===== config.mk =====
export PLATFORM = sky130hd
export DESIGN_NAME = pose_error_and_path_length_tracker_core
export DESIGN_NICKNAME = d
export VERILOG_FILES = /design/src/pet_pkg.sv /design/src/pose_error_and_path_length_tracker_core.sv /design/src/pet_csub.sv /design/src/pet_isqrt.sv /design/src/pet_secdiv.sv
export SDC_FILE = /design/constraint.sdc
export NUM_CORES = 2
export LEC_CHECK = 0
export BUFFER_PORTS_ARGS = -buffer_cell sky130_fd_sc_hd__buf_2
export CAP_MARGIN = 20
export CORE_UTILIZATION = 56
export CTS_CLUSTER_SIZE = 12
export DETAILED_ROUTE_END_ITERATION = 16
export PLACE_DENSITY = 0.73
export SYNTH_ARGS = -nofsm -noshare
export SYNTH_HDL_FRONTEND = slang
export SYNTH_HIERARCHICAL = 1
export SYNTH_SLANG_ARGS = --single-unit
export TNS_END_PERCENT = 5

===== constraint.sdc =====
create_clock -name clk -period 16.9 [get_ports clk]
set_clock_uncertainty 0.05 [all_clocks]
set_input_delay 0.845 -clock clk [delete_from_list [all_inputs] [get_ports clk]]
set_output_delay 0.845 -clock clk [all_outputs]
set_load 0.005 [all_outputs]

===== src/pet_pkg.sv =====
// Package for the pose error and path length tracker.
// Widths, item structs, sequencer states and unit response types.
// No dependencies.
package pet_pkg;

	localparam int COORD_BITS = 24;
	localparam int PATH_BITS  = 40;
	localparam int MAG_W      = COORD_BITS + 1;
	localparam int ROOT_W     = MAG_W;
	localparam int SQ_W       = 2 * MAG_W;
	localparam int REM_W      = ROOT_W + 2;
	localparam int ROOT_CNT_W = $clog2(ROOT_W + 1);
	localparam int STAMP_W    = 62;
	localparam int SECS_W     = 32;
	localparam int ERR_W      = 25;
	localparam int CSUB_W     = REM_W;

	localparam logic [2:0] MUL_LAST = 3'd4;

	localparam logic [63:0] NS_PER_S = 64'd1000000000;
	// 2^31 seconds in ns; magnitudes at or above it saturate
	localparam logic [STAMP_W-1:0] DEN_TOP = STAMP_W'(NS_PER_S << (SECS_W - 1));

	// 1e9 = 2^9 * 5^9: shift out 2^9, then floor(m * SEC_RECIP / 2^73) = floor(m / 5^9)
	localparam int SEC_SHIFT = 9;
	localparam int HALF_W    = 26;
	localparam int QM_W      = 2 * HALF_W;
	localparam int RECIP_W   = 53;
	localparam int RHI_W     = RECIP_W - HALF_W;
	localparam int PROD_W    = HALF_W + RHI_W;
	localparam int ACC_W     = 56;
	localparam int RECIP_SH  = 21;
	localparam logic [RECIP_W-1:0] SEC_RECIP = 53'd4835703278458517;
	localparam logic [1:0] SEC_STEP_LAST = 2'd3;

	typedef struct packed {
		logic                         lookup_ok;
		logic signed [COORD_BITS-1:0] ref_x;
		logic signed [COORD_BITS-1:0] ref_y;
		logic signed [COORD_BITS-1:0] est_x;
		logic signed [COORD_BITS-1:0] est_y;
		logic [STAMP_W-1:0]           stamp_ns;
	} sample_t;

	typedef struct packed {
		logic [ERR_W-1:0]         position_error;
		logic [PATH_BITS-1:0]     path_length;
		logic signed [SECS_W-1:0] seconds_since_start;
		logic [STAMP_W-1:0]       stamp_out;
	} result_t;

	typedef enum logic [2:0] {
		ST_IDLE,
		ST_MUL,
		ST_ROOT_E,
		ST_ROOT_P,
		ST_OUT
	} state_t;

	typedef struct packed {
		logic              done;
		logic [ROOT_W-1:0] root;
	} root_rsp_t;

	typedef struct packed {
		logic                     done;
		logic signed [SECS_W-1:0] secs;
	} div_rsp_t;

endpackage


===== src/pose_error_and_path_length_tracker_core.sv =====
// Pose error and path length tracker, top level with the item sequencer.
// Depends on pet_pkg, pet_isqrt, pet_secdiv.
//
// Each item with lookup_ok set yields one result: the floor distance from
// reference to estimate, the saturating path length of the reference track,
// whole seconds since the first valid stamp (int32 saturating) and the stamp.
// An item with lookup_ok clear is taken and dropped. A valid item keeps
// sample_stall high through the squaring on one 25x25 multiplier, the two runs
// of the shared root unit at one root bit per cycle and the load of the output
// register; no new item is taken before it is through. The seconds unit (a
// reciprocal multiply) starts when the item is taken and runs alongside
// the squaring. sample_stall stays high while
// an item is being worked on; the output register lets the next item enter
// while a result still waits to be taken, and a finished item waits in the
// last state while the previous result is still stalled.
module pose_error_and_path_length_tracker_core (
	input  logic             clk,
	input  logic             arst_n,
	input  logic             sample_valid,
	output logic             sample_stall,
	input  pet_pkg::sample_t sample,
	output logic             result_valid,
	input  logic             result_stall,
	output pet_pkg::result_t result
);
	import pet_pkg::*;

	state_t                       state_q;
	state_t                       state_d;
	logic                         started_q;
	logic                         first_q;
	logic signed [COORD_BITS-1:0] prev_x_q;
	logic signed [COORD_BITS-1:0] prev_y_q;
	logic [PATH_BITS-1:0]         path_q;
	logic [STAMP_W-1:0]           start_q;
	logic [STAMP_W-1:0]           stamp_q;
	logic [MAG_W-1:0]             mag_q [4];
	logic [2:0]                   mcnt_q;
	logic [SQ_W-1:0]              prod_q;
	logic [SQ_W-1:0]              sum_e_q;
	logic [SQ_W-1:0]              sum_p_q;
	logic [ROOT_W-1:0]            err_q;
	logic                         secs_rdy_q;
	logic                         result_valid_q;
	result_t                      result_q;

	logic                         accept;
	logic                         cap;
	logic                         sq_start;
	logic [SQ_W-1:0]              sq_rad;
	logic                         out_load;
	logic [MAG_W-1:0]             mag_sel;
	logic [SQ_W-1:0]              sq;
	logic [PATH_BITS:0]           psum;
	logic [STAMP_W-1:0]           eff_start;
	logic                         s_neg;
	logic [STAMP_W-1:0]           s_mag;
	root_rsp_t                    sq_rsp;
	div_rsp_t                     div_rsp;

	function automatic logic [MAG_W-1:0] absdiff(input logic signed [COORD_BITS-1:0] a,
			input logic signed [COORD_BITS-1:0] b);
		logic [MAG_W-1:0] d;
		d = {a[COORD_BITS-1], a} - {b[COORD_BITS-1], b};
		return d[MAG_W-1] ? (~d + 1'b1) : d;
	endfunction

	assign sample_stall = (state_q != ST_IDLE);
	assign accept       = sample_valid && !sample_stall;
	assign cap          = accept && sample.lookup_ok;

	assign eff_start = started_q ? start_q : sample.stamp_ns;
	assign s_neg     = sample.stamp_ns < eff_start;
	assign s_mag     = s_neg ? (eff_start - sample.stamp_ns) : (sample.stamp_ns - eff_start);

	assign mag_sel = mag_q[mcnt_q[1:0]];
	assign sq      = SQ_W'(mag_sel) * SQ_W'(mag_sel);
	assign psum    = {1'b0, path_q} + (PATH_BITS + 1)'(sq_rsp.root);

	pet_isqrt u_isqrt (
		.clk      (clk),
		.arst_n   (arst_n),
		.start    (sq_start),
		.radicand (sq_rad),
		.rsp      (sq_rsp)
	);

	pet_secdiv u_secdiv (
		.clk    (clk),
		.arst_n (arst_n),
		.start  (cap),
		.mag    (s_mag),
		.neg    (s_neg),
		.rsp    (div_rsp)
	);

	always_ff @(posedge clk or negedge arst_n) begin
		if (!arst_n)
			state_q <= ST_IDLE;
		else
			state_q <= state_d;
	end

	always_comb begin
		state_d  = state_q;
		sq_start = 1'b0;
		sq_rad   = sum_e_q;
		out_load = 1'b0;
		case (state_q)
			ST_IDLE: begin
				if (cap)
					state_d = ST_MUL;
			end
			ST_MUL: begin
				if (mcnt_q == MUL_LAST) begin
					sq_start = 1'b1;
					state_d  = ST_ROOT_E;
				end
			end
			ST_ROOT_E: begin
				if (sq_rsp.done) begin
					sq_start = 1'b1;
					sq_rad   = sum_p_q;
					state_d  = ST_ROOT_P;
				end
			end
			ST_ROOT_P: begin
				if (sq_rsp.done)
					state_d = ST_OUT;
			end
			ST_OUT: begin
				if (secs_rdy_q && (!result_valid_q || !result_stall)) begin
					out_load = 1'b1;
					state_d  = ST_IDLE;
				end
			end
			default: state_d = ST_IDLE;
		endcase
	end

	always_ff @(posedge clk or negedge arst_n) begin
		if (!arst_n) begin
			started_q      <= 1'b0;
			first_q        <= 1'b0;
			prev_x_q       <= '0;
			prev_y_q       <= '0;
			path_q         <= '0;
			start_q        <= '0;
			mcnt_q         <= '0;
			secs_rdy_q     <= 1'b0;
			result_valid_q <= 1'b0;
		end else begin
			if (cap) begin
				started_q  <= 1'b1;
				first_q    <= !started_q;
				prev_x_q   <= sample.ref_x;
				prev_y_q   <= sample.ref_y;
				mcnt_q     <= '0;
				secs_rdy_q <= 1'b0;
				if (!started_q)
					start_q <= sample.stamp_ns;
			end else if (state_q == ST_MUL) begin
				mcnt_q <= mcnt_q + 1'b1;
			end
			if (div_rsp.done)
				secs_rdy_q <= 1'b1;
			if ((state_q == ST_ROOT_P) && sq_rsp.done && !first_q)
				path_q <= psum[PATH_BITS] ? '1 : psum[PATH_BITS-1:0];
			if (out_load)
				result_valid_q <= 1'b1;
			else if (!result_stall)
				result_valid_q <= 1'b0;
		end
	end

	always_ff @(posedge clk) begin
		if (cap) begin
			mag_q[0] <= absdiff(sample.ref_x, sample.est_x);
			mag_q[1] <= absdiff(sample.ref_y, sample.est_y);
			mag_q[2] <= absdiff(sample.ref_x, prev_x_q);
			mag_q[3] <= absdiff(sample.ref_y, prev_y_q);
			stamp_q  <= sample.stamp_ns;
		end
		if (state_q == ST_MUL) begin
			if (mcnt_q < MUL_LAST)
				prod_q <= sq;
			case (mcnt_q)
				3'd1:    sum_e_q <= prod_q;
				3'd2:    sum_e_q <= sum_e_q + prod_q;
				3'd3:    sum_p_q <= prod_q;
				3'd4:    sum_p_q <= sum_p_q + prod_q;
				default: ;
			endcase
		end
		if ((state_q == ST_ROOT_E) && sq_rsp.done)
			err_q <= sq_rsp.root;
		if (out_load) begin
			result_q.position_error      <= ERR_W'(err_q);
			result_q.path_length         <= path_q;
			result_q.seconds_since_start <= div_rsp.secs;
			result_q.stamp_out           <= stamp_q;
		end
	end

	assign result_valid = result_valid_q;
	assign result       = result_q;

endmodule


===== src/pet_csub.sv =====
// Compare-and-subtract unit: a >= b flag and a - b.
// Used by the root unit. Depends on pet_pkg.
module pet_csub (
	input  logic [pet_pkg::CSUB_W-1:0] a,
	input  logic [pet_pkg::CSUB_W-1:0] b,
	output logic                       ge,
	output logic [pet_pkg::CSUB_W-1:0] diff
);
	import pet_pkg::*;

	logic [CSUB_W:0] full;

	assign full = {1'b0, a} - {1'b0, b};
	assign ge   = ~full[CSUB_W];
	assign diff = full[CSUB_W-1:0];

endmodule


===== src/pet_isqrt.sv =====
// Iterative floor square root, one root bit per cycle.
// Depends on pet_pkg and pet_csub.
module pet_isqrt (
	input  logic                     clk,
	input  logic                     arst_n,
	input  logic                     start,
	input  logic [pet_pkg::SQ_W-1:0] radicand,
	output pet_pkg::root_rsp_t       rsp
);
	import pet_pkg::*;

	logic [SQ_W-1:0]       rad_q;
	logic [REM_W-1:0]      rem_q;
	logic [ROOT_W-1:0]     root_q;
	logic [ROOT_CNT_W-1:0] cnt_q;
	logic                  active_q;
	logic                  done_q;
	logic [REM_W-1:0]      rem_sh;
	logic [REM_W-1:0]      trial;
	logic                  ge;
	logic [CSUB_W-1:0]     diff;

	assign rem_sh = {rem_q[REM_W-3:0], rad_q[SQ_W-1 -: 2]};
	assign trial  = {root_q, 2'b01};

	pet_csub u_csub (
		.a    (CSUB_W'(rem_sh)),
		.b    (CSUB_W'(trial)),
		.ge   (ge),
		.diff (diff)
	);

	always_ff @(posedge clk or negedge arst_n) begin
		if (!arst_n) begin
			active_q <= 1'b0;
			cnt_q    <= '0;
			done_q   <= 1'b0;
		end else begin
			done_q <= active_q && (cnt_q == ROOT_CNT_W'(1));
			if (start) begin
				active_q <= 1'b1;
				cnt_q    <= ROOT_CNT_W'(ROOT_W);
			end else if (active_q) begin
				cnt_q <= cnt_q - 1'b1;
				if (cnt_q == ROOT_CNT_W'(1))
					active_q <= 1'b0;
			end
		end
	end

	always_ff @(posedge clk) begin
		if (start) begin
			rad_q  <= radicand;
			rem_q  <= '0;
			root_q <= '0;
		end else if (active_q) begin
			rad_q  <= {rad_q[SQ_W-3:0], 2'b00};
			rem_q  <= ge ? diff[REM_W-1:0] : rem_sh;
			root_q <= {root_q[ROOT_W-2:0], ge};
		end
	end

	assign rsp.done = done_q;
	assign rsp.root = root_q;

endmodule


===== src/pet_secdiv.sv =====
// Whole seconds from a nanosecond magnitude with int32 saturation: drops the 2^9
// factor of 1e9, then multiplies by a reciprocal of 5^9 in four partial products,
// one per cycle. Depends on pet_pkg.
module pet_secdiv (
	input  logic                        clk,
	input  logic                        arst_n,
	input  logic                        start,
	input  logic [pet_pkg::STAMP_W-1:0] mag,
	input  logic                        neg,
	output pet_pkg::div_rsp_t           rsp
);
	import pet_pkg::*;

	logic [QM_W-1:0]   m_q;
	logic              sat_q;
	logic              neg_q;
	logic [ACC_W-1:0]  acc_q;
	logic [1:0]        step_q;
	logic              active_q;
	logic              done_q;
	logic [HALF_W-1:0] op_a;
	logic [RHI_W-1:0]  op_b;
	logic [PROD_W-1:0] prod;
	logic [SECS_W-1:0] quo;

	// step bit 1 picks the dividend half, bit 0 the reciprocal half
	assign op_a = step_q[1] ? m_q[QM_W-1:HALF_W] : m_q[HALF_W-1:0];
	assign op_b = step_q[0] ? SEC_RECIP[RECIP_W-1:HALF_W] : RHI_W'(SEC_RECIP[HALF_W-1:0]);
	assign prod = PROD_W'(op_a) * PROD_W'(op_b);
	assign quo  = acc_q[RECIP_SH +: SECS_W];

	always_ff @(posedge clk or negedge arst_n) begin
		if (!arst_n) begin
			active_q <= 1'b0;
			step_q   <= '0;
			done_q   <= 1'b0;
		end else begin
			done_q <= active_q && (step_q == SEC_STEP_LAST);
			if (start) begin
				active_q <= 1'b1;
				step_q   <= '0;
			end else if (active_q) begin
				step_q <= step_q + 1'b1;
				if (step_q == SEC_STEP_LAST)
					active_q <= 1'b0;
			end
		end
	end

	// low partial products are folded down by 2^26 before the next weight is added
	always_ff @(posedge clk) begin
		if (start) begin
			m_q   <= mag[SEC_SHIFT +: QM_W];
			sat_q <= (mag >= DEN_TOP);
			neg_q <= neg;
		end else if (active_q) begin
			case (step_q)
				2'd0:          acc_q <= ACC_W'(prod[PROD_W-1:HALF_W]);
				SEC_STEP_LAST: acc_q <= ACC_W'(acc_q[ACC_W-1:HALF_W]) + ACC_W'(prod);
				default:       acc_q <= acc_q + ACC_W'(prod);
			endcase
		end
	end

	always_comb begin
		rsp.done = done_q;
		if (sat_q)
			rsp.secs = neg_q ? {1'b1, {(SECS_W-1){1'b0}}} : {1'b0, {(SECS_W-1){1'b1}}};
		else
			rsp.secs = neg_q ? (~quo + 1'b1) : quo;
	end

endmodule


==> flow_metrics.tcl <==
set metrics [dict create \
    syn_inst 10190 \
    clkTransAtPathRegs_ns 0.07 \
    min_period_ns 11.68 \
    rows 151 \
    wl_mm 278.6 \
    critPathMostFrequentCell "fa_1" \
    die_h_um 415.2 \
    synth.yosys.warnings 6 \
    slowest_stage "mux2i_1" \
    fmax_mhz 85.63 \
    drcViolationCount 0 \
    postCtsSetupRepairBufs 0 \
    cts_root_buf "clkbuf_16" \
    clock_latency_ns 0.80 \
    min_path_type "in -> reg" \
    clkSinkCount 876 \
    layout-area-overhead-vs-synth_pct 7.654 \
    first_pass_iters 6 \
    track_usage_pct 31.93 \
    die_w_um 415.2 \
    drv_slew 0 \
    worst-endpoint-arrival_ns 12.12 \
    pre_cts_slack_ns 5.303 \
    timing.slew.headroom_pct 12.76 \
    cp-start-kind "register" \
    wl_per_cell_um 21.98 \
    grt_overflow 0 \
    endpoint_kind "register" \
    initial_utilization_pct 56.42 \
    cpPeakStageDelay_ns 0.70 \
    holdBufCountCts 1 \
    antenna_found_initial 7 \
    cts_buffers 103 \
    post_cts_resized 0 \
    setup_viol 0 \
    stdcell_count 12680 \
    worstSetupPathType "reg -> reg" \
    vias 75890 \
    grt_pass1_wl_mm 431.5 \
    viasPerCell 5.987 \
    seq_area_sq_mm 0.02496 \
    worstMarginPinSlew_ns 1.305 \
    tns_ns 0 \
    fillCellCount 14410 \
    synth.avg_cell_area_sq_um 9.384 \
    drive_gt1_share_pct 8.149 \
    worst_slack_ns 5.222 \
    ioPinCount 324 \
    finalWeightedCongestion 0.9883 \
    finalHoldViolations 0 \
    drtIter0Drc 6901 \
    min_period_over_period_pct 69.10 \
    crit_required_ns 17.35 \
    nets 12310 \
    placedCellCount 12480 \
    grt_max_degree 97 \
    multi_input_area_sq_mm 0.06305 \
    cts_tree "done" \
    die-area_sq_mm 0.1724 \
    grt_pass1_vias 75670 \
    synthesis.area_sq_mm 0.09561 \
    status "finished, final reports clean" \
    ant_nets 0 \
    layout_common_cells "1666 x inv_1, 916 x ha_1, 862 x fa_1, 839 x nand2_1, 655 x edfxtp_1" \
    port_buffers 323 \
    rsz0062_at_grt "no" \
    core-area_sq_mm 0.1695 \
    cap_violations 0 \
    r2r_setup_slack_ns 5.22 \
    hpwl_mm 223.1 \
    layout_commonest_cell "inv_1" \
    crit_fanout 29 \
    max-clock-path-buffers 3 \
    cts_htree_levels 3 \
]
[metal layers]
layer | wire [um] | up-vias | global-route usage (%)
li1 | - | 35160 | -
met1 | 120800 | 37300 | 44.22
met2 | 128300 | 2870 | 51.51
met3 | 19500 | 547 | 4.477
met4 | 10010 | 4 | 10.73
met5 | 29 | - | 0
[worst paths after layout]
path,from,end,depth (start not counted)
min,sample[50],stamp_q[50],1
min in group asynchronous,arst_n,start_q[58],2
max in group asynchronous,arst_n,u_isqrt/active_q,3
max,u_secdiv/step_q[1],u_secdiv/acc_q[51],36
max reg2reg,u_secdiv/step_q[1],u_secdiv/acc_q[51],36
min reg2reg,stamp_q[7],result[7],0
[stage by stage]
stage	cell area (sq um)	hold WS, ns	util [%]
after floorplan	95740	0.3503	-
after global routing	102900	0.2046	60.73
after CTS	102900	0.1756	60.71
after global placement	99300	0.3504	58.59
after detailed placement	99300	0.3545	58.59
final	102900	0.2366	60.73
[area by class of cell]
| type | instances | share of cell area [%] |
|---|---|---|
| Multi-Input combinational cell | 7303 | 61.25 |
| Sequential cell | 876 | 24.25 |
| Inverter | 1677 | 6.126 |
| Tap cell | 2218 | 2.696 |
| Clock buffer | 133 | 2.652 |
| Timing Repair Buffer | 405 | 2.195 |
| Clock inverter | 61 | 0.8266 |
| Antenna cell | 2 | 0.004862 |
[worst max-delay path, delay by kind of cell (launching register included)]
family                     cells  cell delay, ns
DFF                            1            0.32
AOI/OAI and AO/OA             12            3.21
muxes                          1            0.70
xor gates and xnor gates       2            0.26
and+or+nand+nor                5            0.92
adders and majority gates      9            4.63
buffers and inverters          7            1.25
[flip-flops by register name (all words and copies together) (netlist names), 5 cells and up]
register	flops
u_isqrt/rad_q	50
prod_q	49
prev_x_q	24
start_q	62
u_isqrt/root_q	25
result	159
u_isqrt/rem_q	25
u_secdiv/acc_q	56
stamp_q	62
mag_q	100
u_secdiv/m_q	52
prev_y_q	24
sum_e_q	50
u_isqrt/cnt_q	5
err_q	25
sum_p_q	50
path_q	40
Power is not shown: default switching activity piles up to over one toggle a cycle in this logic, so the estimate is an artifact.
